<file path="config.mk">
export PLATFORM = sky130hd
export DESIGN_NAME = pfps_divider
export DESIGN_NICKNAME = d
export VERILOG_FILES = /design/src/design/potential_field_path_stepper_defines.svh /design/src/design/pfps_pkg.sv /design/src/design/pfps_divider.sv
export SDC_FILE = /design/constraint.sdc
export NUM_CORES = 1
export LEC_CHECK = 0
export ABC_AREA = 1
export BUFFER_PORTS_ARGS = -buffer_cell sky130_fd_sc_hd__buf_2
export CORE_AREA = 2 2 195 197
export DETAILED_ROUTE_END_ITERATION = 7
export DIE_AREA = 0 0 197 199
export PLACE_DENSITY = 0.64
export SLEW_MARGIN = 10
export SYNTH_ARGS = -nofsm -noshare
export SYNTH_HDL_FRONTEND = slang
export SYNTH_SLANG_ARGS = --single-unit
</file>
<file path="constraint.sdc">
create_clock -name clk -period 2.4 [get_ports clk]
set_clock_uncertainty 0.15 [all_clocks]
set_input_delay 0.12 -clock clk [delete_from_list [all_inputs] [get_ports clk]]
set_output_delay 0.12 -clock clk [all_outputs]
set_load 0.05 [all_outputs]
</file>
<file path="src/design/potential_field_path_stepper_defines.svh">
// assertion macros shared by the potential field path stepper
`ifndef POTENTIAL_FIELD_PATH_STEPPER_DEFINES_SVH
`define POTENTIAL_FIELD_PATH_STEPPER_DEFINES_SVH

// same-cycle implication under reset
`define PFPS_ASSERT_NOW(label, ck, rst_n, ante, cons, msg) \
	label: assert property (@(posedge ck) disable iff (!rst_n) (ante) |-> (cons)) \
		else $error(msg);

// next-cycle implication under reset
`define PFPS_ASSERT_NEXT(label, ck, rst_n, ante, cons, msg) \
	label: assert property (@(posedge ck) disable iff (!rst_n) (ante) |=> (cons)) \
		else $error(msg);

`endif

</file>
<file path="src/design/pfps_pkg.sv">
// types, constants and helpers of the potential field path stepper
package pfps_pkg;

	localparam int COORD_W = 18;
	localparam int DIFF_W = COORD_W + 1;
	localparam int LEN_W = 17;
	localparam int GAIN_W = 8;
	localparam int CNT_W = 14;
	localparam int OP_W = 2;
	localparam int SLOT_W = 4;
	localparam int CFG_IDX_W = 2;

	localparam int NUM_OBSTACLES = 16;
	localparam int OBS_IW = (NUM_OBSTACLES > 1) ? $clog2(NUM_OBSTACLES) : 1;

	// movement sum: attraction plus a repulsion and a swirl term per obstacle, q.16
	localparam int MOV_W = 28;
	localparam int MUL_W = MOV_W + 1;
	localparam int PROD_W = 2 * MUL_W;
	localparam int DSQ_W = 2 * DIFF_W;
	localparam int SQ_W = 2 * MOV_W;
	localparam int RT_W = SQ_W / 2;
	localparam int SQ_CW = $clog2(RT_W);
	localparam int DVD_W = PROD_W - 1;
	localparam int DVS_W = 2 * LEN_W;
	localparam int DIV_NW = DVD_W - 1;
	localparam int DIV_CW = $clog2(DIV_NW);
	localparam int QUO_W = MOV_W + 1;
	localparam int FRAC_SH = 16;

	localparam logic [CNT_W-1:0] CNT_MAX = {CNT_W{1'b1}};

	localparam logic [LEN_W-1:0] STEP_RST = LEN_W'(1600);
	localparam logic [LEN_W-1:0] UNIT_RST = LEN_W'(4800);
	localparam logic [GAIN_W-1:0] GAIN_RST = GAIN_W'(20);
	localparam logic [CNT_W-1:0] LIMIT_RST = CNT_W'(9999);

	localparam logic [CFG_IDX_W-1:0] CFG_STEP_LENGTH = 2'd0;
	localparam logic [CFG_IDX_W-1:0] CFG_INFLUENCE_UNIT = 2'd1;
	localparam logic [CFG_IDX_W-1:0] CFG_ATTRACTION_GAIN = 2'd2;
	localparam logic [CFG_IDX_W-1:0] CFG_MAX_WAYPOINTS = 2'd3;

	localparam logic [OP_W-1:0] OP_LOAD = 2'd0;
	localparam logic [OP_W-1:0] OP_START = 2'd1;
	localparam logic [OP_W-1:0] OP_STEP = 2'd2;

	typedef struct packed {
		logic start;
		logic signed [DVD_W-1:0] dvd;
		logic [DVS_W-1:0] dvs;
	} div_req_t;

	typedef struct packed {
		logic start;
		logic [SQ_W-1:0] rad;
	} sqrt_req_t;

	typedef enum logic [5:0] {
		ST_IDLE,
		ST_G1, ST_G2, ST_G3, ST_G4, ST_DG,
		ST_A1, ST_A2, ST_A3, ST_A4, ST_A5, ST_A6,
		ST_OCHK,
		ST_O1, ST_O2, ST_O3, ST_O4, ST_O5, ST_O6, ST_O7, ST_O8, ST_O9,
		ST_R1, ST_R2, ST_R3, ST_R4, ST_R5, ST_R6,
		ST_T1, ST_T2, ST_T3, ST_T4, ST_T5, ST_T6, ST_T7, ST_T8,
		ST_ONEXT,
		ST_M1, ST_M2, ST_M3, ST_M4, ST_M5, ST_M6, ST_M7, ST_M8, ST_M9, ST_M10,
		ST_FIN, ST_OUT
	} state_t;

	function automatic logic signed [COORD_W-1:0] sat_coord(input logic signed [DIFF_W-1:0] v);
		logic signed [DIFF_W-1:0] hi;
		logic signed [DIFF_W-1:0] lo;
		hi = DIFF_W'((1 <<< (COORD_W - 1)) - 1);
		lo = -DIFF_W'(1 <<< (COORD_W - 1));
		if (v > hi) begin
			return COORD_W'(hi);
		end else if (v < lo) begin
			return COORD_W'(lo);
		end
		return COORD_W'(v);
	endfunction

endpackage

</file>
<file path="src/design/pfps_divider.sv">
// shared restoring divider, one quotient bit per cycle, rounds halves away from zero
module pfps_divider (
	input  logic                                clk,
	input  logic                                arst_n,
	input  pfps_pkg::div_req_t                  req,
	output logic                                done,
	output logic signed [pfps_pkg::QUO_W-1:0]   quo
);

	logic [pfps_pkg::DIV_NW-1:0] num_q;
	logic [pfps_pkg::DVS_W-1:0] rem_q;
	logic [pfps_pkg::DVS_W-1:0] dvs_q;
	logic neg_q;
	logic run_q;
	logic done_q;
	logic [pfps_pkg::DIV_CW-1:0] cnt_q;

	logic [pfps_pkg::DVD_W-1:0] abs_v;
	logic [pfps_pkg::DIV_NW-1:0] mag;
	logic [pfps_pkg::DVS_W:0] trial;
	logic [pfps_pkg::DVS_W:0] diff;
	logic ge;
	logic signed [pfps_pkg::QUO_W-1:0] qmag;

	assign abs_v = req.dvd[pfps_pkg::DVD_W-1] ? pfps_pkg::DVD_W'(-req.dvd) : pfps_pkg::DVD_W'(req.dvd);
	// bias by half the divisor so truncation rounds to nearest
	assign mag = pfps_pkg::DIV_NW'(abs_v) + pfps_pkg::DIV_NW'(req.dvs >> 1);
	assign trial = {rem_q, num_q[pfps_pkg::DIV_NW-1]};
	assign diff = trial - {1'b0, dvs_q};
	assign ge = trial >= {1'b0, dvs_q};
	assign qmag = $signed(num_q[pfps_pkg::QUO_W-1:0]);
	assign quo = neg_q ? -qmag : qmag;
	assign done = done_q;

	always_ff @(posedge clk or negedge arst_n) begin
		if (!arst_n) begin
			run_q <= 1'b0;
			done_q <= 1'b0;
			cnt_q <= '0;
		end else if (req.start) begin
			run_q <= 1'b1;
			done_q <= 1'b0;
			cnt_q <= '0;
		end else if (run_q) begin
			cnt_q <= cnt_q + 1'b1;
			if (cnt_q == pfps_pkg::DIV_CW'(pfps_pkg::DIV_NW - 1)) begin
				run_q <= 1'b0;
				done_q <= 1'b1;
			end
		end else begin
			done_q <= 1'b0;
		end
	end

	always_ff @(posedge clk) begin
		if (req.start) begin
			num_q <= mag;
			rem_q <= '0;
			dvs_q <= req.dvs;
			neg_q <= req.dvd[pfps_pkg::DVD_W-1];
		end else if (run_q) begin
			rem_q <= ge ? diff[pfps_pkg::DVS_W-1:0] : trial[pfps_pkg::DVS_W-1:0];
			num_q <= {num_q[pfps_pkg::DIV_NW-2:0], ge};
		end
	end

endmodule

</file>
---- Word-level counts from Yosys, hierarchy flattened ----
Index checks and enable logic that the tools add are counted.
storage, ports and cells
  latch bits .............................. 0
  memories kept ........................... 0
  memory bits (read-only) ................. 0
  bits in registers ....................... 133
  word-level logic and storage cells ...... 29
  input port bits ......................... 94
  output and inout bits ................... 30
  RAM bits ................................ 0
operators by class
  equality and inequality tests ........... 2
  divide/modulo/power cells ............... 0
  reduce and logical (&&, ||, !) cells .... 1
  multipliers ............................. 0
  add/subtract/negate cells ............... 5
  shift-type cells ........................ 0
  multiplexer cells ....................... 13
  bitwise gates (word level) .............. 0
  order comparisons ....................... 1
operator list
  operator             number
  $mux 56              3
  $add 56x33->56       1
  $neg 56->56          1
  $ge 35x34->1         1
  $mux 34              1
  $sub 34x34->34       1
  $mux 29              1
  $neg 29->29          1
  $mux 6               2
  $add 6x1->6 const B  1
  $eq 6x6->1 const B   1
  $mux 1               6
  $ne 3x2->1 const B   1
  $reduce_bool 2->1    1

---- Logic depth before layout (Yosys ltp) ----
  word-level depth ........................ 4
  depth in mapped cells ................... 23
  depth with buffers taken out ............ 23

---- Worst setup path before layout ----
No wires, ideal clock.
  path type ............................... input -> register
  start ................................... input req[90] in the netlist's numbering
  end ..................................... register num_q[55] in the netlist's numbering, data pin
  path buffers ............................ 4
  data required time ...................... 1.997 ns
  slack ................................... -0.768 ns
  arrival ................................. 2.765 ns
  setup time .............................. 0.253 ns
  stages on the path ...................... 18
  cells stage by stage .................... buf_2 -> buf_2 -> buf_2 -> buf_1 -> nand2_1 -> xnor2_1 -> ha_1 -> nand2_1 -> o21ai_2 -> a21oi_2 -> o21ai_2 -> inv_1 -> o21ai_0 -> nand3_2 -> nand2_2 -> nand3_1 -> nand3_1 -> nand2_1
on the way
  longest elaborated chain between the ends .. 3
RTL lines
  element               RTL line            source
  from (decl)           pfps_divider.sv:5   input pfps_pkg::div_req_t req,
  $mux 56               pfps_divider.sv:25  assign abs_v = req.dvd[pfps_pkg::DVD_W-1] ? pfps_pkg::DVD_W'(-req.dvd) : pfps_pkg::DVD_W'(req.dvd);
  $add 56x33->56        pfps_divider.sv:27  assign mag = pfps_pkg::DIV_NW'(abs_v) + pfps_pkg::DIV_NW'(req.dvs >> 1);
  $mux 56               pfps_divider.sv:56  if (req.start) begin
  to (signal assigned)  pfps_divider.sv:57  num_q <= mag;
  to (signal assigned)  pfps_divider.sv:63  num_q <= {num_q[pfps_pkg::DIV_NW-2:0], ge};
  to (decl)             pfps_divider.sv:10  logic [pfps_pkg::DIV_NW-1:0] num_q;
Every way passes these cells.
A chain may end at the register's enable or synchronous reset.

---- Worst setup path after layout ----
  start ................................... input req[35] in the netlist's numbering
  end ..................................... register num_q[33] in the netlist's numbering, data pin
on the way
  longest elaborated chain between the ends .. 4
RTL lines
  element             RTL line
  $neg 56->56         pfps_divider.sv:25
  $mux 56 (*)         pfps_divider.sv:25
  $add 56x33->56 (*)  pfps_divider.sv:27
  $mux 56 (*)         pfps_divider.sv:56
Mark *: on every way between the ends. The rest lies on a longest branch, timed or not.

==> impl_results.rst <==
.. list-table::
   :header-rows: 1

   * - Metric
     - Value
   * - Largest family of logic cells by synthesized area
     - simple AND/OR/NAND/NOR gates
   * - Drt wl/cell
     - between 15 and 20 µm
   * - Peak supply drop
     - 576.2 µV
   * - Largest fanout of any net on the critical path
     - 5
   * - Core area
     - 37130 µm²
   * - Antenna violations before repair
     - 1
   * - Total count of max-transition violations in the final report
     - 0
   * - Number of rows in the core area
     - between 70 and 80
   * - Starting density of the core
     - between 30% and 40%
   * - Post-synthesis simple-gate area fraction
     - 35.55%
   * - Detail Route Antenna Nets
     - 0
   * - Violated checks
     - setup timing
   * - Primary FF master, synth
     - sky130_fd_sc_hd__edfxtp_1
   * - Total track usage
     - 27.55%
   * - Min Tclk post-route
     - about 3.0 ns
   * - Fraction of synthesized area in multiplexers
     - 0%
   * - Horizontal die dimension
     - about 200 µm
   * - Remaining design rule violation count
     - 0
   * - Total of buffers placed on input and output ports
     - 123
   * - Count of non-filler cells in the finished layout
     - 3082
   * - Number of distinct library cell variants in the gate-level netlist after synthesis
     - 55
   * - Synthesis warning total
     - 0
   * - Count of flip-flops with a built-in enable after synthesis
     - 91
   * - Adder and majority gate portion of the synthesized area
     - under 10%
   * - GPL Wtd Cong
     - 0.9977
   * - Req. time, crit path
     - 2.44 ns
   * - Post-Synthesis Cell Area
     - roughly 13000 µm²
   * - Most common library cell in the layout ignoring fill and taps
     - sky130_fd_sc_hd__buf_4
   * - Asr flop ratio synth
     - under 10%
   * - Leakage dissipation
     - 0.01045 µW
   * - Synthesized area divided by synthesized cell count
     - 6.719 µm²
   * - Total Neg Setup Slack
     - -28.37 ns
   * - Vertical die dimension
     - approximately 200 µm
   * - Crit path DAT
     - 3.02 ns
   * - Dpl hpwl
     - approximately 39000 µm
   * - Die Outline Area
     - around 40000 µm²
   * - Worst hold margin
     - 0.09991 ns
   * - Status
     - complete, but fails checks
   * - Worst setup SP type
     - primary input
   * - Detailed Routing Iterations Pass 1
     - 6
   * - CTS sink count
     - 133
   * - Net count after synthesis
     - 2074
   * - Unrepaired setup endpoints after global routing
     - yes
   * - Number of global-route vias before repair
     - 16430
   * - Crit. End Element
     - register
   * - Pin count of the biggest net entering global routing
     - just over 70
   * - Worst hold-check path type
     - primary input to register
   * - Post-detailed-route via-to-cell ratio
     - 5.352
   * - Tcrit/Tclk final
     - 124.1%
   * - Max cap viols
     - 0
   * - First-pass GRT wire length
     - 83970 µm
   * - Min setup slack post-route
     - -0.5783 ns
   * - TritonCTS clock tree
     - done
   * - Final number of hold-violating endpoints
     - 0
   * - Fin nets
     - 2761
   * - Total length of routed wires
     - 60410 µm
   * - Xor/xnor cell area share of the yosys netlist
     - 7.520%
   * - Power Total
     - 19610 µW
   * - Routed vias
     - 16500
   * - Aggregate global routing overflow
     - 0
   * - Clk pin slew, worst setup/hold paths
     - about 0.07 ns
   * - I/O pin count
     - 124
   * - Clock Latency Late Sink
     - 0.45 ns
   * - Commonest cells after routing, fill and taps aside
     - sky130_fd_sc_hd__buf_4 (456), sky130_fd_sc_hd__nand2_1 (391), sky130_fd_sc_hd__inv_1 (172), sky130_fd_sc_hd__nor2_1 (154), sky130_fd_sc_hd__nand2_2 (121)
   * - Share of the core filled with cells in the final layout
     - 63.36%
   * - Synthesized instance count
     - about 1900
   * - Register bit total from synthesis
     - 133
   * - Register area share after synthesis
     - 28.20%
   * - Htree depth
     - 4
   * - Fmax
     - approximately 0.34 GHz
   * - Compound-gate portion of the synthesized area
     - 13.69%
   * - Dpl cells
     - 2885
   * - Actual slew at the worst max-slew pin
     - 0.6249 ns
   * - Area added between synthesis and finish
     - 83.62%
   * - Kind of critical path
     - primary input to register
   * - Headroom to the max-slew limit
     - ~58%
   * - Worst-case clock buffer depth
     - 2
   * - Power density relative to cell area
     - between 800 and 900 nW/µm²
   * - Initial drt markers
     - 1163
   * - Master cell of the clock root buffer
     - sky130_fd_sc_hd__clkbuf_16
   * - Number of clock buffers inserted by TritonCTS
     - 17
   * - Finish-stage setup viols
     - 98
   * - Fraction of final layout cells sized beyond drive strength 1
     - 53.36%
==> where the power goes <==
part           switching, µW  internal (µW)  total (µW)
clock                   1140           1630        2770
sequential               536           3050        3590
combinational           6880           6380       13300
total                   8560          11100       19600
==> layer usage <==
layer  share of wire [%]  track usage (%)
met3                 5.9            3.713
met4                 7.9            17.04
met1                  36            28.94
met2                  50            51.98
met5                   0                0
==> worst paths after layout <==
check | startpoint | end | slack [ns] | cells past startpoint
setup / recovery | req[35] | num_q[33]$_DFFE_PP_ | -0.58 | 21
hold / removal | req[91] | neg_q$_DFFE_PP_ | 0.1 | 1
setup reg to reg | num_q[55]$_DFFE_PP_ | rem_q[26]$_SDFFE_PP0P_ | -0.35 | 13
hold reg to reg | rem_q[4]$_SDFFE_PP0P_ | rem_q[4]$_SDFFE_PP0P_ | 0.32 | 2
max in group asynchronous | arst_n | cnt_q[2]$_DFFE_PN0P_ | 1.35 | 3
min in group asynchronous | arst_n | cnt_q[5]$_DFFE_PN0P_ | 0.49 | 3
==> metrics by stage <==
step           worst slack [ns]  area [µm²]
3_5_place_dp            -0.9920       17360
4_1_cts                 -0.4696       21370
5_1_grt                 -0.6456       23520
2_1_floorplan           -0.4642       13160
6_report                -0.5783       23530
3_3_place_gp            -0.9714       17360
==> flip-flops by register name, indices dropped and copies added (netlist names) <==
register and flops:
num_q 56, dvs_q 34, rem_q 34, cnt_q 6
done 1, neg_q 1, run_q 1
==> cells in the mapped netlist (2+ instances only) <==
| cell type | n | area share [%] |
|---|---|---|
| sky130_fd_sc_hd__inv_1 | 207 | 6.1 |
| sky130_fd_sc_hd__nor2_1 | 225 | 6.6 |
| sky130_fd_sc_hd__nor2_4 | 9 | 0.79 |
| sky130_fd_sc_hd__nor4_1 | 7 | 0.34 |
| sky130_fd_sc_hd__clkbuf_1 | 17 | 0.50 |
| sky130_fd_sc_hd__nor3_1 | 11 | 0.43 |
| sky130_fd_sc_hd__and2_1 | 3 | 0.15 |
| sky130_fd_sc_hd__nor3_2 | 2 | 0.16 |
| sky130_fd_sc_hd__dfrtp_1 | 8 | 1.6 |
| sky130_fd_sc_hd__nor2_2 | 22 | 1.1 |
| sky130_fd_sc_hd__buf_4 | 3 | 0.18 |
| sky130_fd_sc_hd__fa_1 | 2 | 0.31 |
| sky130_fd_sc_hd__a21boi_0 | 4 | 0.23 |
| sky130_fd_sc_hd__o21bai_1 | 10 | 0.59 |
| sky130_fd_sc_hd__dfxtp_1 | 34 | 5.3 |
| sky130_fd_sc_hd__edfxtp_1 | 91 | 21 |
| sky130_fd_sc_hd__ha_1 | 71 | 6.9 |
| sky130_fd_sc_hd__xnor2_1 | 59 | 4.0 |
| sky130_fd_sc_hd__or2_2 | 10 | 0.49 |
| sky130_fd_sc_hd__o21ai_2 | 5 | 0.34 |
| sky130_fd_sc_hd__nand3b_1 | 7 | 0.41 |
| sky130_fd_sc_hd__nand3_1 | 106 | 4.1 |
| sky130_fd_sc_hd__o21ai_1 | 10 | 0.39 |
| sky130_fd_sc_hd__nand4_1 | 26 | 1.3 |
| sky130_fd_sc_hd__nand2_1 | 533 | 16 |
| sky130_fd_sc_hd__buf_1 | 2 | 0.059 |
| sky130_fd_sc_hd__inv_2 | 8 | 0.23 |
| sky130_fd_sc_hd__a21oi_1 | 115 | 4.5 |
| sky130_fd_sc_hd__nand2_2 | 28 | 1.4 |
| sky130_fd_sc_hd__xor2_1 | 51 | 3.5 |
| sky130_fd_sc_hd__o22ai_1 | 3 | 0.15 |
| sky130_fd_sc_hd__buf_2 | 11 | 0.43 |
| sky130_fd_sc_hd__a31oi_1 | 21 | 1.0 |
| sky130_fd_sc_hd__o211ai_2 | 3 | 0.29 |
| sky130_fd_sc_hd__o211ai_1 | 3 | 0.18 |
| sky130_fd_sc_hd__buf_6 | 3 | 0.26 |
| sky130_fd_sc_hd__a21oi_2 | 3 | 0.21 |
| sky130_fd_sc_hd__nand3_2 | 18 | 1.4 |
| sky130_fd_sc_hd__o21ai_0 | 126 | 4.9 |
| sky130_fd_sc_hd__a21o_1 | 7 | 0.41 |
| sky130_fd_sc_hd__nand2_4 | 9 | 0.79 |
==> what timing repair did <==
item	in CTS	in global routing
resized for setup	548	431
setup buffers	102	68
hold endpoints to repair	43	0
hold buffers	37	0
cloned	5	1
pin swaps	253	280
endpoints found under the setup margin	100	106
==> layout make-up <==
class / instances / area [µm²]
fill: 2790 / 13610
antenna: 1 / 2.502
clock inverter: 13 / 158.9
timing repair buffer: 705 / 5788
multi-input combinational: 1521 / 12080
inverter: 216 / 859.6
tap: 474 / 593.1
clock buffer: 19 / 432.9
sequential: 133 / 3613
==> critical path: stages <==
cell and delay [ns]:
sky130_fd_sc_hd__buf_12 0.10, sky130_fd_sc_hd__inv_12 0.03, sky130_fd_sc_hd__ha_4 0.17, sky130_fd_sc_hd__nand3_4 0.13, sky130_fd_sc_hd__inv_1 0.05, sky130_fd_sc_hd__nand2_1 0.09, sky130_fd_sc_hd__nand2_1 0.09, sky130_fd_sc_hd__xnor2_2 0.17
sky130_fd_sc_hd__buf_4 0.16, sky130_fd_sc_hd__ha_4 0.29, sky130_fd_sc_hd__nand2_1 0.13, sky130_fd_sc_hd__buf_4 0.17, sky130_fd_sc_hd__nor2_1 0.14, sky130_fd_sc_hd__nand2_1 0.12, sky130_fd_sc_hd__o21ai_0 0.41, sky130_fd_sc_hd__nand2_1 0.20
sky130_fd_sc_hd__nand3_4 0.14, sky130_fd_sc_hd__inv_2 0.05, sky130_fd_sc_hd__buf_4 0.12, sky130_fd_sc_hd__nand2_1 0.05, sky130_fd_sc_hd__a31oi_1 0.08
==> cells by family after synthesis <==
family,count (synthesis)
AOI/OAI and AO/OA,317
buffers and inverters,253
and+or+nand+nor,1021
DFF,133
adders and majority gates,73
xor gates and xnor gates,110
No activity file was read; power rests on OpenSTA's default activity.
