[config.mk]
export PLATFORM = sky130hd
export DESIGN_NAME = pfps_isqrt
export DESIGN_NICKNAME = d
export VERILOG_FILES = /design/src/design/potential_field_path_stepper_defines.svh /design/src/design/pfps_pkg.sv /design/src/design/pfps_isqrt.sv
export SDC_FILE = /design/constraint.sdc
export NUM_CORES = 1
export LEC_CHECK = 0
export BUFFER_PORTS_ARGS = -buffer_cell sky130_fd_sc_hd__buf_2
export CORE_MARGIN = 4
export CORE_UTILIZATION = 45
export DETAILED_ROUTE_END_ITERATION = 10
export GPL_ROUTABILITY_DRIVEN = 1
export PLACE_DENSITY = 0.67
export SLEW_MARGIN = 5
export SYNTH_ARGS = -nofsm -noshare
export SYNTH_HDL_FRONTEND = slang
export SYNTH_SLANG_ARGS = --single-unit
[constraint.sdc]
create_clock -name clk -period 2.45 [get_ports clk]
set_input_delay 0.245 -clock clk [delete_from_list [all_inputs] [get_ports clk]]
set_output_delay 0.245 -clock clk [all_outputs]
set_load 0.005 [all_outputs]
[src/design/potential_field_path_stepper_defines.svh]
// assertion macros shared by the potential field path stepper
`ifndef POTENTIAL_FIELD_PATH_STEPPER_DEFINES_SVH
`define POTENTIAL_FIELD_PATH_STEPPER_DEFINES_SVH

// same-cycle implication under reset
`define PFPS_ASSERT_NOW(label, ck, rst_n, ante, cons, msg) \
	label: assert property (@(posedge ck) disable iff (!rst_n) (ante) |-> (cons)) \
		else $error(msg);

// next-cycle implication under reset
`define PFPS_ASSERT_NEXT(label, ck, rst_n, ante, cons, msg) \
	label: assert property (@(posedge ck) disable iff (!rst_n) (ante) |=> (cons)) \
		else $error(msg);

`endif

[src/design/pfps_pkg.sv]
// types, constants and helpers of the potential field path stepper
package pfps_pkg;

	localparam int COORD_W = 18;
	localparam int DIFF_W = COORD_W + 1;
	localparam int LEN_W = 17;
	localparam int GAIN_W = 8;
	localparam int CNT_W = 14;
	localparam int OP_W = 2;
	localparam int SLOT_W = 4;
	localparam int CFG_IDX_W = 2;

	localparam int NUM_OBSTACLES = 16;
	localparam int OBS_IW = (NUM_OBSTACLES > 1) ? $clog2(NUM_OBSTACLES) : 1;

	// movement sum: attraction plus a repulsion and a swirl term per obstacle, q.16
	localparam int MOV_W = 28;
	localparam int MUL_W = MOV_W + 1;
	localparam int PROD_W = 2 * MUL_W;
	localparam int DSQ_W = 2 * DIFF_W;
	localparam int SQ_W = 2 * MOV_W;
	localparam int RT_W = SQ_W / 2;
	localparam int SQ_CW = $clog2(RT_W);
	localparam int DVD_W = PROD_W - 1;
	localparam int DVS_W = 2 * LEN_W;
	localparam int DIV_NW = DVD_W - 1;
	localparam int DIV_CW = $clog2(DIV_NW);
	localparam int QUO_W = MOV_W + 1;
	localparam int FRAC_SH = 16;

	localparam logic [CNT_W-1:0] CNT_MAX = {CNT_W{1'b1}};

	localparam logic [LEN_W-1:0] STEP_RST = LEN_W'(1600);
	localparam logic [LEN_W-1:0] UNIT_RST = LEN_W'(4800);
	localparam logic [GAIN_W-1:0] GAIN_RST = GAIN_W'(20);
	localparam logic [CNT_W-1:0] LIMIT_RST = CNT_W'(9999);

	localparam logic [CFG_IDX_W-1:0] CFG_STEP_LENGTH = 2'd0;
	localparam logic [CFG_IDX_W-1:0] CFG_INFLUENCE_UNIT = 2'd1;
	localparam logic [CFG_IDX_W-1:0] CFG_ATTRACTION_GAIN = 2'd2;
	localparam logic [CFG_IDX_W-1:0] CFG_MAX_WAYPOINTS = 2'd3;

	localparam logic [OP_W-1:0] OP_LOAD = 2'd0;
	localparam logic [OP_W-1:0] OP_START = 2'd1;
	localparam logic [OP_W-1:0] OP_STEP = 2'd2;

	typedef struct packed {
		logic start;
		logic signed [DVD_W-1:0] dvd;
		logic [DVS_W-1:0] dvs;
	} div_req_t;

	typedef struct packed {
		logic start;
		logic [SQ_W-1:0] rad;
	} sqrt_req_t;

	typedef enum logic [5:0] {
		ST_IDLE,
		ST_G1, ST_G2, ST_G3, ST_G4, ST_DG,
		ST_A1, ST_A2, ST_A3, ST_A4, ST_A5, ST_A6,
		ST_OCHK,
		ST_O1, ST_O2, ST_O3, ST_O4, ST_O5, ST_O6, ST_O7, ST_O8, ST_O9,
		ST_R1, ST_R2, ST_R3, ST_R4, ST_R5, ST_R6,
		ST_T1, ST_T2, ST_T3, ST_T4, ST_T5, ST_T6, ST_T7, ST_T8,
		ST_ONEXT,
		ST_M1, ST_M2, ST_M3, ST_M4, ST_M5, ST_M6, ST_M7, ST_M8, ST_M9, ST_M10,
		ST_FIN, ST_OUT
	} state_t;

	function automatic logic signed [COORD_W-1:0] sat_coord(input logic signed [DIFF_W-1:0] v);
		logic signed [DIFF_W-1:0] hi;
		logic signed [DIFF_W-1:0] lo;
		hi = DIFF_W'((1 <<< (COORD_W - 1)) - 1);
		lo = -DIFF_W'(1 <<< (COORD_W - 1));
		if (v > hi) begin
			return COORD_W'(hi);
		end else if (v < lo) begin
			return COORD_W'(lo);
		end
		return COORD_W'(v);
	endfunction

endpackage

[src/design/pfps_isqrt.sv]
// shared integer square root, one root bit per cycle, floor result
module pfps_isqrt (
	input  logic                          clk,
	input  logic                          arst_n,
	input  pfps_pkg::sqrt_req_t           req,
	output logic                          done,
	output logic [pfps_pkg::RT_W-1:0]     root
);

	logic [pfps_pkg::SQ_W-1:0] rad_q;
	logic [pfps_pkg::RT_W+1:0] rem_q;
	logic [pfps_pkg::RT_W-1:0] root_q;
	logic [pfps_pkg::SQ_CW-1:0] cnt_q;
	logic run_q;
	logic done_q;

	logic [pfps_pkg::RT_W+1:0] rem_sh;
	logic [pfps_pkg::RT_W+1:0] trial;
	logic ge;

	assign rem_sh = {rem_q[pfps_pkg::RT_W-1:0], rad_q[pfps_pkg::SQ_W-1 -: 2]};
	assign trial = {root_q, 2'b01};
	assign ge = rem_sh >= trial;
	assign root = root_q;
	assign done = done_q;

	always_ff @(posedge clk or negedge arst_n) begin
		if (!arst_n) begin
			run_q <= 1'b0;
			done_q <= 1'b0;
			cnt_q <= '0;
		end else if (req.start) begin
			run_q <= 1'b1;
			done_q <= 1'b0;
			cnt_q <= '0;
		end else if (run_q) begin
			cnt_q <= cnt_q + 1'b1;
			if (cnt_q == pfps_pkg::SQ_CW'(pfps_pkg::RT_W - 1)) begin
				run_q <= 1'b0;
				done_q <= 1'b1;
			end
		end else begin
			done_q <= 1'b0;
		end
	end

	always_ff @(posedge clk) begin
		if (req.start) begin
			rad_q <= req.rad;
			rem_q <= '0;
			root_q <= '0;
		end else if (run_q) begin
			rad_q <= rad_q << 2;
			rem_q <= ge ? (rem_sh - trial) : rem_sh;
			root_q <= {root_q[pfps_pkg::RT_W-2:0], ge};
		end
	end

endmodule

---- Yosys cells after proc, flatten, opt, wreduce, memory -nomap -nowiden ----
Index checks and enable logic that the tools add are counted.
Widths: inputs -> output; s select.
word-level totals
  register bits after elaboration ......... 119
  bits in latches ......................... 0
  memory bits (writable) .................. 0
  memory bits (read-only) ................. 0
  bits of input ports ..................... 59
  output and inout bits ................... 29
  memories ................................ 0
cells by class
  $add $sub $neg .......................... 2
  $mul .................................... 0
  divide/modulo/power cells ............... 0
  order comparisons ....................... 1
  eq/ne operators ......................... 2
  shifts and indexed selects .............. 0
  muxes and demuxes ....................... 11
  bitwise gates (word level) .............. 0
  reduce and logical (&&, ||, !) cells .... 1
operator list
  operator             count
  $mux 56              2
  $ge 30x30->1         1
  $mux 28              1
  $sub 28x28->28       1
  $mux 5               2
  $mux 1               6
  $add 5x1->5 const B  1
  $eq 5x5->1 const B   1
  $ne 3x2->1 const B   1
  $reduce_bool 2->1    1

---- Depth between registers and ports, before layout ----
Gate-level depths: netlist of run 1.
  word-level depth ........................ 4
  mapped depth ............................ 13
  gate-level depth less buffers ........... 11

---- Least setup slack after synthesis of run 1 ----
No wires, ideal clock.
  kind .................................... register to register
  start ................................... reg root_q, in the netlist root[11]
  end ..................................... reg rem_q[16] in the netlist's numbering
  data arrival time ....................... 2,546 ps
  data required time ...................... 2,362 ps
  setup slack ............................. -184 ps
  stages on the path, launching flop included .. 13
  path buffers ............................ 2
  cells stage by stage .................... dfxtp_1 inv_1 ha_1 buf_6 a21o_1 a31oi_2 nand3_2 o22a_4 or4_4 nand2_4 buf_12 nand2_2 a311oi_2
on the way
  cells in the longest elaborated chain, start to end .. 2
  elaborated cells on any way between the ends .. 3
  those cells by class .................... add/sub: 1; order compare: 1; mux: 1
ends and longest elaborated chain
  item                                                   line                                source
  from (decl)                                            pfps_isqrt.sv:12                    logic [pfps_pkg::RT_W-1:0] root_q;
  from (signal assigned)                                 pfps_isqrt.sv:55                    root_q <= {root_q[pfps_pkg::RT_W-2:0], ge};
  $sub 28x28->28 / $ge 30x30->1 (equally long branches)  pfps_isqrt.sv:54, pfps_isqrt.sv:23
  $mux 28 (*)                                            pfps_isqrt.sv:54                    rem_q <= ge ? (rem_sh - trial) : rem_sh;
  to (signal assigned)                                   pfps_isqrt.sv:54
  to (decl)                                              pfps_isqrt.sv:11                    logic [pfps_pkg::RT_W+1:0] rem_q;
Every way passes the cells marked *; elsewhere a longest branch is shown, timed or not.
A chain may end at the register's enable or synchronous reset.

---- Worst setup path after layout of run 1 ----
  start ................................... reg root_q, in the netlist root[0]
  end ..................................... reg rem_q[14] in the netlist's numbering
Same word-level chain as after synthesis.

==> impl_summary.txt, run 1 <==
----------------------------------------------------
[Place]
  Number of instances in the placed design ... 1004
  Minimum setup slack after placement ... -332 ps
  Placer congestion estimate ... 0.944
  Placed wire-length estimate after detailed placement ... 12300 um
  Count of buffers inserted at the top-level ports ... 87

[Power and ir drop]
  Switch share ... 38.2%
  Total net switching power ... 4.90 mW
  Sequential fraction of design power ... 20.1%
  Combinational Power Share ... 59.8%
  Final Total Pwr ... 12.8 mW
  Worst voltage drop across the vdd grid ... 0.854 mV
  Areal power density over the cells ... 1310 nW/um^2
  Total internal power ... 7.91 mW
  Clock power frac ... 20.1%
  Static leakage ... 4.34 nW

[Route]
  Count of nets left with antenna violations after detail routing ... 0
  First DRT Iteration DRCs ... 334
  Vias per cell ... 5.40
  DRC violation count after routing ... 0
  Final wirelength ... 18800 um
  Detailed-router iteration count before antenna repair ... 5
  Via total after detailed routing ... 5773
  Average wire length per cell after detail routing ... 17.5 um

[Cells and area]
  # nets final ... 967
  Layout cells sized above 1 ... 51.2%
  Flip-flop and latch area ... 3000 sq um
  Count of filler cells inserted in the layout ... 1063
  Number of diodes added for antenna fixing ... 0
  Footprint of the multi-input gates ... 3980 sq um
  Final Non-Filler Cells ... 1070
  Post-layout utilization of the core ... 69.2%
  Layout overhead on the synthesized area ... 48.1%

[Clock network]
  Clock root buffer master ... sky130_fd_sc_hd__clkbuf_16
  Clock-pin transition on the worst setup and hold timing paths ... 60 ps
  H-tree levels ... 4
  Clk sink count ... 119
  CTS tree ... done
  Number of clock buffers inserted by TritonCTS ... 17
  Worst-case clock buffer depth ... 2
  Insertion delay to the later sink of the worst-skew pair ... 420 ps

[Global routing]
  Antenna violations before repair ... 0
  Maximum number of pins on one net before global-route repair ... 45
  Global-route wire length before repair ... 29600 um
  Number of global-route vias before repair ... 6052
  Total track usage ... 22.6%
  Total grt overflow ... 0

[STA]
  Final hold slack ... 101 ps
  RSZ-0062 raised after global routing ... yes
  Final min period ... 2550 ps
  Share of the clock period used by the worst path ... 104%
  Setup skew after layout ... 6.98 ps
  Relative max-transition margin ... 57.1%
  Final setup slack of the worst path ... -104 ps
  Endpoints failing setup ... 25
  Transition time at the pin with the least slew margin ... 644 ps
  Total count of max-transition violations in the final report ... 0
  Number of failing hold endpoints at the final stage ... 0
  Max Clock Freq ... 391 MHz

[Floorplan]
  Floorplan row count ... 43
  Placeable Area ... 14100 sq um
  Die X ... 129 um
  Top-level I/O count ... 88
  Effective utilization at floorplan ... 46.7%
  Die span in y ... 129 um
  Area enclosed by the die boundary ... 16600 sq um

[Synthesis]
  Synthesis-stage register bit count ... 119
  Dominant register cell in the synthesized netlist ... sky130_fd_sc_hd__edfxtp_1
  Number of distinct library cell variants in the gate-level netlist after synthesis ... 60
  Syn_area_per_cell ... 10.4 sq um
  Share of synthesized registers carrying an async set or reset ... 5.88%
  Nets in the synthesized netlist ... 724
  Netlist Area Pre-Place ... 6590 sq um
  Number of synthesized flops with an enable pin ... 56
  Cell with the most instances after synthesis ... sky130_fd_sc_hd__nor2_1
  Largest cells by area after synthesis ... sky130_fd_sc_hd__edfxtp_1 26%, sky130_fd_sc_hd__dfxtp_1 17%, sky130_fd_sc_hd__mux2_2 9.2%
  Post-Syn Instances ... 634
  Share of Yosys cell area claimed by the top area cell type ... 25.5%
  Count of synthesis-stage warnings from yosys ... 0
  Sequential-to-total area share from yosys stat ... 45.2%
  Most frequent cells after synthesis ... 66 x sky130_fd_sc_hd__nor2_1, 56 x sky130_fd_sc_hd__dfxtp_1, 56 x sky130_fd_sc_hd__edfxtp_1
  Post-synth top area cell ... sky130_fd_sc_hd__edfxtp_1

[Worst hold path]
  Path class of the lowest-slack min-delay path ... primary input to register
  Terminating pin of the worst hold path ... rad_q[1]
  Source of the worst hold timing path ... req[1]
  Hold path cells ... 2

[Setup path]
  Worst Setup End Kind ... register
  Critical path data required time ... 2780 ps
  Worst reg-to-reg path cell count ... 11
  Slack of the worst reg-to-reg path ... -100 ps
  Maximum net fanout on the critical path ... 5
  Worst r2r dst ... rem_q[14]
  CP startpoint kind ... register
  Critical path class ... register to register
  Arrival time of the worst setup path ... 2890 ps
  Reg-to-reg startpoint ... root[0]

[Outcome]
  Violations in the final reports ... setup timing
  Outcome ... finished with violations

[Flow run]
  Max_cap viols ... 0

----------------------------------------------------
[cells in the final DEF (no fill, tap or decap), types with 9 or more instances in the layout]
master,Yosys,layout
sky130_fd_sc_hd__buf_4,1,153
sky130_fd_sc_hd__buf_2,8,86
sky130_fd_sc_hd__nor2_1,66,64
sky130_fd_sc_hd__edfxtp_1,56,56
sky130_fd_sc_hd__mux2_2,54,54
sky130_fd_sc_hd__dfxtp_1,56,40
sky130_fd_sc_hd__inv_1,40,34
sky130_fd_sc_hd__nand2_1,39,31
sky130_fd_sc_hd__mux2i_1,32,29
sky130_fd_sc_hd__ha_4,0,22
sky130_fd_sc_hd__a21oi_1,26,18
sky130_fd_sc_hd__xnor2_1,18,18
sky130_fd_sc_hd__clkbuf_16,0,17
sky130_fd_sc_hd__dfxtp_2,0,16
sky130_fd_sc_hd__a21o_1,15,15
sky130_fd_sc_hd__o21ai_0,25,13
sky130_fd_sc_hd__o21ai_1,5,12
sky130_fd_sc_hd__nand2b_1,13,11
sky130_fd_sc_hd__a311oi_2,9,11
sky130_fd_sc_hd__xor2_1,10,10
sky130_fd_sc_hd__nand4_1,9,9
sky130_fd_sc_hd__nand3_1,12,9
sky130_fd_sc_hd__ha_1,31,9
[cell type report]
cell class                      instances  area share [%]
Multi-Input combinational cell        445            40.8
Sequential cell                       119            30.7
Timing Repair Buffer                  254            18.4
Clock buffer                           17            4.36
Tap cell                              180            2.31
Clock inverter                         15            1.82
Inverter                               40            1.54
[critical path: stages (launching register included)]
cell and delay [ps]:
sky130_fd_sc_hd__dfxtp_1 330, sky130_fd_sc_hd__inv_1 80, sky130_fd_sc_hd__ha_4 180, sky130_fd_sc_hd__nor2_1 170
sky130_fd_sc_hd__a21oi_2 100, sky130_fd_sc_hd__o21ai_2 170, sky130_fd_sc_hd__nand3_2 110, sky130_fd_sc_hd__o22a_4 280
sky130_fd_sc_hd__or4_4 540, sky130_fd_sc_hd__nand2_4 170, sky130_fd_sc_hd__nand2_1 90, sky130_fd_sc_hd__a311oi_2 240
[power by group through the flow]
stage          clock [mW]  combinational (mW)  sequential, mW
3_5_place_dp            0                5.28            2.57
3_3_place_gp            0                5.22            2.55
6_report             2.57                7.66            2.58
2_1_floorplan           0                3.52            2.54
4_1_cts              2.60                6.83            2.56
5_1_grt              2.70                8.15            2.60
[worst max-delay path by stage]
stage,from,end
after floorplan,root[11],rem_q[6]
after global placement,root[25],rem_q[20]
after detailed placement,root[19],rem_q[3]
after CTS,root[1],rem_q[23]
after global routing,root[1],rem_q[14]
final,root[0],rem_q[14]
[metrics by stage]
step | instance area [sq um] | setup TNS, ps
floorplan | 6680 | -375
global placement | 8220 | -5680
detailed placement | 8220 | -7190
CTS | 9430 | -1340
global route | 9760 | -4240
finish | 9760 | -1510
[timing repair]
action,4_1_cts,5_1_grt
hold endpoints to repair,7,0
cloned,3,0
setup buffers,26,6
hold buffers,1,0
endpoints found under the setup margin,29,29
resized for setup,71,57
pin swaps,30,31
[layer usage]
layer	GRT usage (%)	wire (um)	up-vias
li1	-	-	2787
met1	28.0	7960	2793
met2	38.4	9520	153
met3	5.27	866	40
met4	8.59	427	0
met5	0	0	-
[flip-flops by register name (all words and copies together), names as in the netlist]
| register | count |
|---|---|
| root | 28 |
| rem_q | 28 |
| rad_q | 56 |
| cnt_q | 5 |
| done | 1 |
| run_q | 1 |
[cells by family after synthesis]
group | after synthesis | synth area share (%)
adders and majority gates | 31 | 5.89
buffers and inverters | 73 | 4.73
and+or+nand+nor | 172 | 12.5
DFF | 119 | 45.2
muxes | 86 | 14.1
AOI/OAI and AO/OA | 125 | 13.8
xor gates and xnor gates | 28 | 3.72
(Power assumes the default switching activity.)
==> inputs of run 2 (changes only) <==
BUFFER_PORTS_ARGS = -buffer_cell sky130_fd_sc_hd__clkbuf_2   (was -buffer_cell sky130_fd_sc_hd__buf_2)
==> run 2 against run 1 <==
Against the previous run:
- the flow still finishes with violations (setup timing)
- fmax down 0.67%
- worst setup slack worse by 17 ps
- clock power down 2%
- sequential power is essentially flat
- core utilization decreased by 1.1 points
- design area down 1.5%
- first-iteration DRC count decreased by 9.9%
==> impl_summary.txt, run 2 (synthesis results as in run 1) <==
----------------------------------------------------
[STA]
  Max Clock Freq ... 389 MHz (was 391 MHz)
  Final setup slack of the worst path ... -122 ps (was -104 ps)
  Transition time at the pin with the least slew margin ... 556 ps (was 644 ps)
  Final min period ... 2570 ps (was 2550 ps)
  Total count of max-transition violations in the final report ... 0 (unchanged)
  Relative max-transition margin ... 62.9% (was 57.1%)
  Setup skew after layout ... 10.2 ps (was 6.98 ps)
  Endpoints failing setup ... 18 (was 25)
  Number of failing hold endpoints at the final stage ... 0 (unchanged)
  Final total negative setup slack ... -1250 ps (was -1510 ps)
  RSZ-0062 raised after global routing ... yes (unchanged)
  Share of the clock period used by the worst path ... 105% (was 104%)

[Floorplan]
  Area enclosed by the die boundary ... 16600 sq um (unchanged)
  Top-level I/O count ... 88 (unchanged)
  Die span in y ... 129 um (unchanged)
  Placeable Area ... 14100 sq um (unchanged)
  Effective utilization at floorplan ... 46.7% (unchanged)
  Floorplan row count ... 43 (unchanged)
  Die X ... 129 um (unchanged)

[Global routing]
  Total grt overflow ... 0 (unchanged)
  Antenna violations before repair ... 0 (unchanged)
  Number of global-route vias before repair ... 5756 (was 6052)
  Global-route wire length before repair ... 28800 um (was 29600 um)
  Total track usage ... 22.0% (was 22.6%)
  Maximum number of pins on one net before global-route repair ... 58 (was 45)

[Worst hold path]
  Terminating pin of the worst hold path ... rad_q[1] (unchanged)
  Path class of the lowest-slack min-delay path ... primary input to register (unchanged)
  Source of the worst hold timing path ... req[1] (unchanged)
  Hold path cells ... 2 (unchanged)

[Route]
  Vias per cell ... 5.32 (was 5.40)
  First DRT Iteration DRCs ... 301 (was 334)
  DRC violation count after routing ... 0 (unchanged)
  Count of nets left with antenna violations after detail routing ... 0 (unchanged)
  Via total after detailed routing ... 5630 (was 5773)
  Final wirelength ... 18100 um (was 18800 um)
  Detailed-router iteration count before antenna repair ... 6 (was 5)
  Average wire length per cell after detail routing ... 17.1 um (was 17.5 um)

[Outcome]
  Outcome ... finished with violations (unchanged)
  Violations in the final reports ... setup timing (unchanged)

[Cells and area]
  Leading cell types in the layout, fill and taps excluded ... 144 x sky130_fd_sc_hd__buf_4, 86 x sky130_fd_sc_hd__clkbuf_2, 64 x sky130_fd_sc_hd__nor2_1 (was 153 x sky130_fd_sc_hd__buf_4, 86 x sky130_fd_sc_hd__buf_2, 64 x sky130_fd_sc_hd__nor2_1)
  Final std cell area, no fill ... 9610 sq um (was 9760 sq um)
  Flip-flop count of the largest register, all copies and words added ... 56 (unchanged)
  Leading cell type in the layout, fill and taps excluded ... sky130_fd_sc_hd__buf_4 (unchanged)
  Number of diodes added for antenna fixing ... 0 (unchanged)
  # nets final ... 955 (was 967)
  Layout overhead on the synthesized area ... 45.8% (was 48.1%)
  Register ranked first by flip-flop count ... rad_q (unchanged)
  Layout cells sized above 1 ... 52.4% (was 51.2%)

[Setup path]
  CP startpoint kind ... register (unchanged)
  Worst Setup End Kind ... register (unchanged)
  Worst r2r dst ... rem_q[21] (was rem_q[14])
  Reg-to-reg startpoint ... root[3] (was root[0])
  Arrival time of the worst setup path ... 2860 ps (was 2890 ps)
  Critical path class ... register to register (unchanged)
  Worst setup startpoint ... root[3] (was root[0])
  Worst reg-to-reg path cell count ... 12 (was 11)
  Maximum net fanout on the critical path ... 4 (was 5)
  Slack of the worst reg-to-reg path ... -120 ps (was -100 ps)
  Critical path data required time ... 2740 ps (was 2780 ps)

[Place]
  Area after detailed placement ... 8220 sq um (unchanged)
  Placer congestion estimate ... 0.975 (was 0.944)
  Minimum setup slack after placement ... -369 ps (was -332 ps)
  Count of buffers inserted at the top-level ports ... 87 (unchanged)
  Placed wire-length estimate after detailed placement ... 12200 um (was 12300 um)

[Clock network]
  Clock-pin transition on the worst setup and hold timing paths ... 60 ps (about the same)
  Worst-case clock buffer depth ... 2 (unchanged)
  Clk sink count ... 119 (unchanged)
  H-tree levels ... 4 (unchanged)
  CTS tree ... done (unchanged)
  Number of clock buffers inserted by TritonCTS ... 17 (unchanged)
  Clock root buffer master ... sky130_fd_sc_hd__clkbuf_16 (unchanged)
  Insertion delay to the later sink of the worst-skew pair ... 420 ps (about the same)

[Power and ir drop]
  Worst voltage drop across the vdd grid ... 0.710 mV (was 0.854 mV)
  Final Total Pwr ... 12.5 mW (was 12.8 mW)
  Static leakage ... 4.29 nW (was 4.34 nW)
  Areal power density over the cells ... 1300 nW/um^2 (was 1310 nW/um^2)
  Total internal power ... 7.79 mW (was 7.91 mW)
  Total net switching power ... 4.72 mW (was 4.90 mW)
  Switch share ... 37.7% (was 38.2%)
  Sequential fraction of design power ... 20.5% (was 20.1%)
  Combinational Power Share ... 59.4% (was 59.8%)
  Clock power frac ... 20.2% (was 20.1%)

[Flow run]
  Max_cap viols ... 0 (unchanged)

----------------------------------------------------
==> run 2: layer usage <==
metal	track usage [%]	share of wire, %
met1	28.2	44
met2	36.6	50
met3	3.99	3.4
met4	9.26	2.7
met5	0	0
==> run 2: stage by stage <==
stage / hold WS, ps / util, % / std cells
floorplan: -50.6 / - / 634
global placement: 84.1 / 58.3 / 999
detailed placement: 92.7 / 58.3 / 999
CTS: 86.3 / 66.0 / 1048
global route: 93.8 / 68.1 / 1058
finish: 104 / 68.1 / 1058
==> run 2: timing repair <==
action                                 CTS  global route
gates cloned                             1             1
pin swaps                               26            34
endpoints found under the hold margin    7             0
hold buffers                             1             0
setup buffers                           15            10
setup endpoints to repair               29            29
gates resized for setup                 69            62
==> run 2: critical path: stages, from the launching register on <==
cell and delay (ps):
sky130_fd_sc_hd__dfxtp_2 340, sky130_fd_sc_hd__inv_2 50, sky130_fd_sc_hd__ha_4 170, sky130_fd_sc_hd__buf_6 120
sky130_fd_sc_hd__a2111oi_4 360, sky130_fd_sc_hd__nor3_2 80, sky130_fd_sc_hd__nand2_1 110, sky130_fd_sc_hd__a311oi_2 110
sky130_fd_sc_hd__o41a_1 420, sky130_fd_sc_hd__buf_4 180, sky130_fd_sc_hd__a311oi_2 240, sky130_fd_sc_hd__xor2_1 170
sky130_fd_sc_hd__o31ai_1 70
==> run 2: cell type report <==
class | instances | area [sq um]
fillers | 1076 | 4490
well taps | 180 | 225
flip-flops and latches | 119 | 3000
multi-input cells | 442 | 3890
repair buffers | 245 | 1750
clock buffers | 18 | 429
clock inverters | 14 | 161
inverters | 40 | 150
==> run 2: how the worst max path moves through the flow <==
stage                end  slack, ps  cells after the start
6_report       rem_q[21]       -120                     12
5_1_grt        rem_q[23]       -250                     12
2_1_floorplan   rem_q[6]        -50                     12
3_3_place_gp    rem_q[6]       -280                     11
4_1_cts        rem_q[23]       -110                     11
3_5_place_dp   rem_q[26]       -370                     11
==> run 2: power groups by stage <==
stage / clock network (mW) / logic [mW] / registers, mW
6_report: 2.52 / 7.43 / 2.56
5_1_grt: 2.66 / 7.93 / 2.59
4_1_cts: 2.56 / 6.62 / 2.55
3_5_place_dp: 0 / 5.43 / 2.56
3_3_place_gp: 0 / 5.39 / 2.55
2_1_floorplan: 0 / 3.52 / 2.54
==> inputs of run 3 (changes only) <==
CELL_PAD_IN_SITES_DETAIL_PLACEMENT = 1   (was unset)
CELL_PAD_IN_SITES_GLOBAL_PLACEMENT = 1   (was unset)
CORE_UTILIZATION = 41   (was 45)
MAX_ROUTING_LAYER = met4   (was unset)
PLACE_DENSITY = unset   (was 0.67)
PLACE_DENSITY_LB_ADDON = 0.1   (was unset)
==> run 3 against run 2 <==
Against the previous run:
- the run still ends with setup timing left
- combinational power decreased by 7.1%
- global-route usage increased by 1.6 points
- critical path depth is 1 lower
- die area is 9.1% higher
- hold slack better by 4.5 ps
- largest cell class unchanged
- highest routed layer unchanged
==> impl_summary.txt, run 3 (synthesis results as in run 1) <==
----------------------------------------------------
[Outcome]
  Outcome ... finished with violations (unchanged)
  Violations in the final reports ... setup timing (unchanged)

[Floorplan]
  Effective utilization at floorplan ... 41.6% (was 46.7%)
  Die span in y ... 135 um (was 129 um)
  Top-level I/O count ... 88 (unchanged)
  Placeable Area ... 15800 sq um (was 14100 sq um)
  Area enclosed by the die boundary ... 18200 sq um (was 16600 sq um)
  Die X ... 135 um (was 129 um)
  Floorplan row count ... 46 (was 43)

[Power and ir drop]
  Sequential fraction of design power ... 21.4% (was 20.5%)
  Clock power frac ... 20.8% (was 20.2%)
  Areal power density over the cells ... 1270 nW/um^2 (was 1300 nW/um^2)
  Total net switching power ... 4.58 mW (was 4.72 mW)
  Worst voltage drop across the vdd grid ... 0.850 mV (was 0.710 mV)
  Combinational Power Share ... 57.9% (was 59.4%)
  Switch share ... 38.4% (was 37.7%)
  Static leakage ... 4.18 nW (was 4.29 nW)
  Total internal power ... 7.35 mW (was 7.79 mW)

[Cells and area]
  Leading cell types in the layout, fill and taps excluded ... 144 x sky130_fd_sc_hd__buf_4, 86 x sky130_fd_sc_hd__clkbuf_2, 64 x sky130_fd_sc_hd__nor2_1 (unchanged)
  Number of diodes added for antenna fixing ... 0 (unchanged)
  Final Non-Filler Cells ... 1088 (was 1058)
  Count of filler cells inserted in the layout ... 1739 (was 1076)
  Final std cell area, no fill ... 9360 sq um (was 9610 sq um)
  Layout overhead on the synthesized area ... 42.0% (was 45.8%)
  Leading cell type in the layout, fill and taps excluded ... sky130_fd_sc_hd__buf_4 (unchanged)
  Register ranked first by flip-flop count ... rad_q (unchanged)
  Flip-flop count of the largest register, all copies and words added ... 56 (unchanged)
  Layout cells sized above 1 ... 47.2% (was 52.4%)
  # nets final ... 950 (was 955)

[STA]
  Final min period ... 2700 ps (was 2570 ps)
  Relative max-transition margin ... 56.6% (was 62.9%)
  Final total negative setup slack ... -3500 ps (was -1250 ps)
  Setup skew after layout ... 13.3 ps (was 10.2 ps)
  Number of failing hold endpoints at the final stage ... 0 (unchanged)
  Total count of max-transition violations in the final report ... 0 (unchanged)
  Transition time at the pin with the least slew margin ... 651 ps (was 556 ps)
  Endpoints failing setup ... 29 (was 18)
  Final setup slack of the worst path ... -251 ps (was -122 ps)
  Share of the clock period used by the worst path ... 110% (was 105%)
  Final hold slack ... 109 ps (was 104 ps)
  RSZ-0062 raised after global routing ... yes (unchanged)
  Max Clock Freq ... 370 MHz (was 389 MHz)

[Setup path]
  Worst Setup End Kind ... register (unchanged)
  Worst setup startpoint ... root[0] (was root[3])
  Critical path cell sequence ... inv_1 > ha_4 > o21ai_1 > o21ai_1 > nand2_1 > a311oi_2 > o41a_1 > a22oi_2 > nor2_1 > a2111oi_2 > o21ai_1 (was inv_2 > ha_4 > buf_6 > a2111oi_4 > nor3_2 > nand2_1 > a311oi_2 > o41a_1 > buf_4 > a311oi_2 > xor2_1 > o31ai_1)
  CP dominant cell by count ... sky130_fd_sc_hd__o21ai_1 (was sky130_fd_sc_hd__a311oi_2)
  Slowest cell delay on critical path ... 400 ps (was 420 ps)
  Crit-path leading delay family ... compound AO/OA/AOI/OAI gates (unchanged)
  Buffering stage count on the worst path with inverters included ... 1 (was 3)
  Critical path class ... register to register (unchanged)
  Maximum net fanout on the critical path ... 5 (was 4)
  Reg-to-reg startpoint ... root[0] (was root[3])
  Cell with the largest stage delay on the worst path ... sky130_fd_sc_hd__o41a_1 (unchanged)
  CP startpoint kind ... register (unchanged)
  Critical path data required time ... 2750 ps (was 2740 ps)
  Arrival time of the worst setup path ... 3000 ps (was 2860 ps)

[Route]
  Final wirelength ... 19800 um (was 18100 um)
  Average wire length per cell after detail routing ... 18.2 um (was 17.1 um)
  Via total after detailed routing ... 5682 (was 5630)
  Count of nets left with antenna violations after detail routing ... 0 (unchanged)
  First DRT Iteration DRCs ... 234 (was 301)
  Vias per cell ... 5.22 (was 5.32)
  DRC violation count after routing ... 0 (unchanged)
  Detailed-router iteration count before antenna repair ... 4 (was 6)

[Worst hold path]
  Path class of the lowest-slack min-delay path ... primary input to register (unchanged)
  Source of the worst hold timing path ... req[1] (unchanged)

[Clock network]
  Clock-pin transition on the worst setup and hold timing paths ... 60 ps (about the same)
  CTS tree ... done (unchanged)
  Clk sink count ... 119 (unchanged)
  H-tree levels ... 4 (unchanged)
  Worst-case clock buffer depth ... 2 (unchanged)
  Insertion delay to the later sink of the worst-skew pair ... 430 ps (was 420 ps)
  Clock root buffer master ... sky130_fd_sc_hd__clkbuf_16 (unchanged)
  Number of clock buffers inserted by TritonCTS ... 17 (unchanged)

[Global routing]
  Global-route wire length before repair ... 32800 um (was 28800 um)
  Total track usage ... 23.7% (was 22.0%)
  Total grt overflow ... 0 (unchanged)
  Met2 usage ... 40.9% (was 36.6%)
  Highest-utilization routing layer at the global route stage ... met2 (unchanged)
  Global routing usage on met1 ... 26.6% (was 28.2%)
  Antenna violations before repair ... 0 (unchanged)
  Maximum number of pins on one net before global-route repair ... 31 (was 58)
  Number of global-route vias before repair ... 6337 (was 5756)
  GRT met3 Usage ... 5.51% (was 3.99%)

[Place]
  Number of instances in the placed design ... 1042 (was 999)
  Area after detailed placement ... 8290 sq um (was 8220 sq um)
  Count of buffers inserted at the top-level ports ... 87 (unchanged)
  Placed wire-length estimate after detailed placement ... 14300 um (was 12200 um)
  Placer congestion estimate ... 0.916 (was 0.975)

[Flow run]
  Max_cap viols ... 0 (unchanged)

----------------------------------------------------
-- run 3: changes by cell type in the layout (fill, tap and decap cells not counted), moves of 6 or more --
cell and delta:
sky130_fd_sc_hd__dfxtp_1 +11, sky130_fd_sc_hd__dfxtp_2 -11, sky130_fd_sc_hd__nand2_2 -7, sky130_fd_sc_hd__a21oi_1 +6, sky130_fd_sc_hd__ha_4 -6, sky130_fd_sc_hd__inv_1 +6
sky130_fd_sc_hd__inv_2 -6, sky130_fd_sc_hd__nand2_1 +6
-- run 3: worst paths after layout --
check                       endpoint  slack (ps)  cells after the start
setup reg to reg           rem_q[25]        -250                     11
hold reg to reg                 done         510                      2
min in group asynchronous   cnt_q[3]         220                      2
hold / removal              rad_q[1]         110                      2
setup / recovery           rem_q[25]        -250                     11
max in group asynchronous      run_q        2040                      2
-- run 3: routing by layer --
layer,share of wire [%],vias to the layer above
met5,0,-
met1,41,2781
li1,-,2731
met2,52,130
met3,4.1,40
met4,2.6,0
-- run 3: metrics by stage --
step                      setup slack, ps  power (mW)  util, %
after floorplan                     -47.2        6.06        -
after global placement               -314        7.99     52.4
after detailed placement             -382        8.14     52.4
after CTS                            -179        11.6     58.3
after global routing                 -347        12.7     59.1
final                                -251        11.9     59.1
-- run 3: final cells by class --
type | instances | area (sq um) | area share [%]
Clock buffer | 17 | 425 | 4.55
Tap cell | 216 | 270 | 2.89
Inverter | 40 | 150 | 1.60
Sequential cell | 119 | 2990 | 31.9
Multi-Input combinational cell | 443 | 3710 | 39.7
Timing Repair Buffer | 239 | 1660 | 17.7
Clock inverter | 14 | 150 | 1.60
-- run 3: timing repair --
action / in CTS / in global routing
cloned: 1 / 0
pin swaps: 26 / 10
setup endpoints to repair: 29 / 29
hold endpoints to repair: 7 / 0
buffers inserted: 11 / 3
gates resized for setup: 59 / 22
hold buffers: 1 / 0
-- run 3: power by group through the flow --
stage	clock, mW	combinational, mW	sequential, mW
CTS	2.53	6.50	2.55
detailed placement	0	5.57	2.57
global route	2.63	7.45	2.57
global placement	0	5.44	2.55
finish	2.48	6.90	2.55
floorplan	0	3.52	2.54
-- run 3: worst reg2reg max path: cells and delay by family, from the launching register on --
kind,cells,cell delay (ps)
flip-flops,1,330
AO/OA/AOI/OAI,7,1650
adder cells (fa/ha/maj),1,280
AND/OR/NAND/NOR,2,230
buffers and inverters,1,90
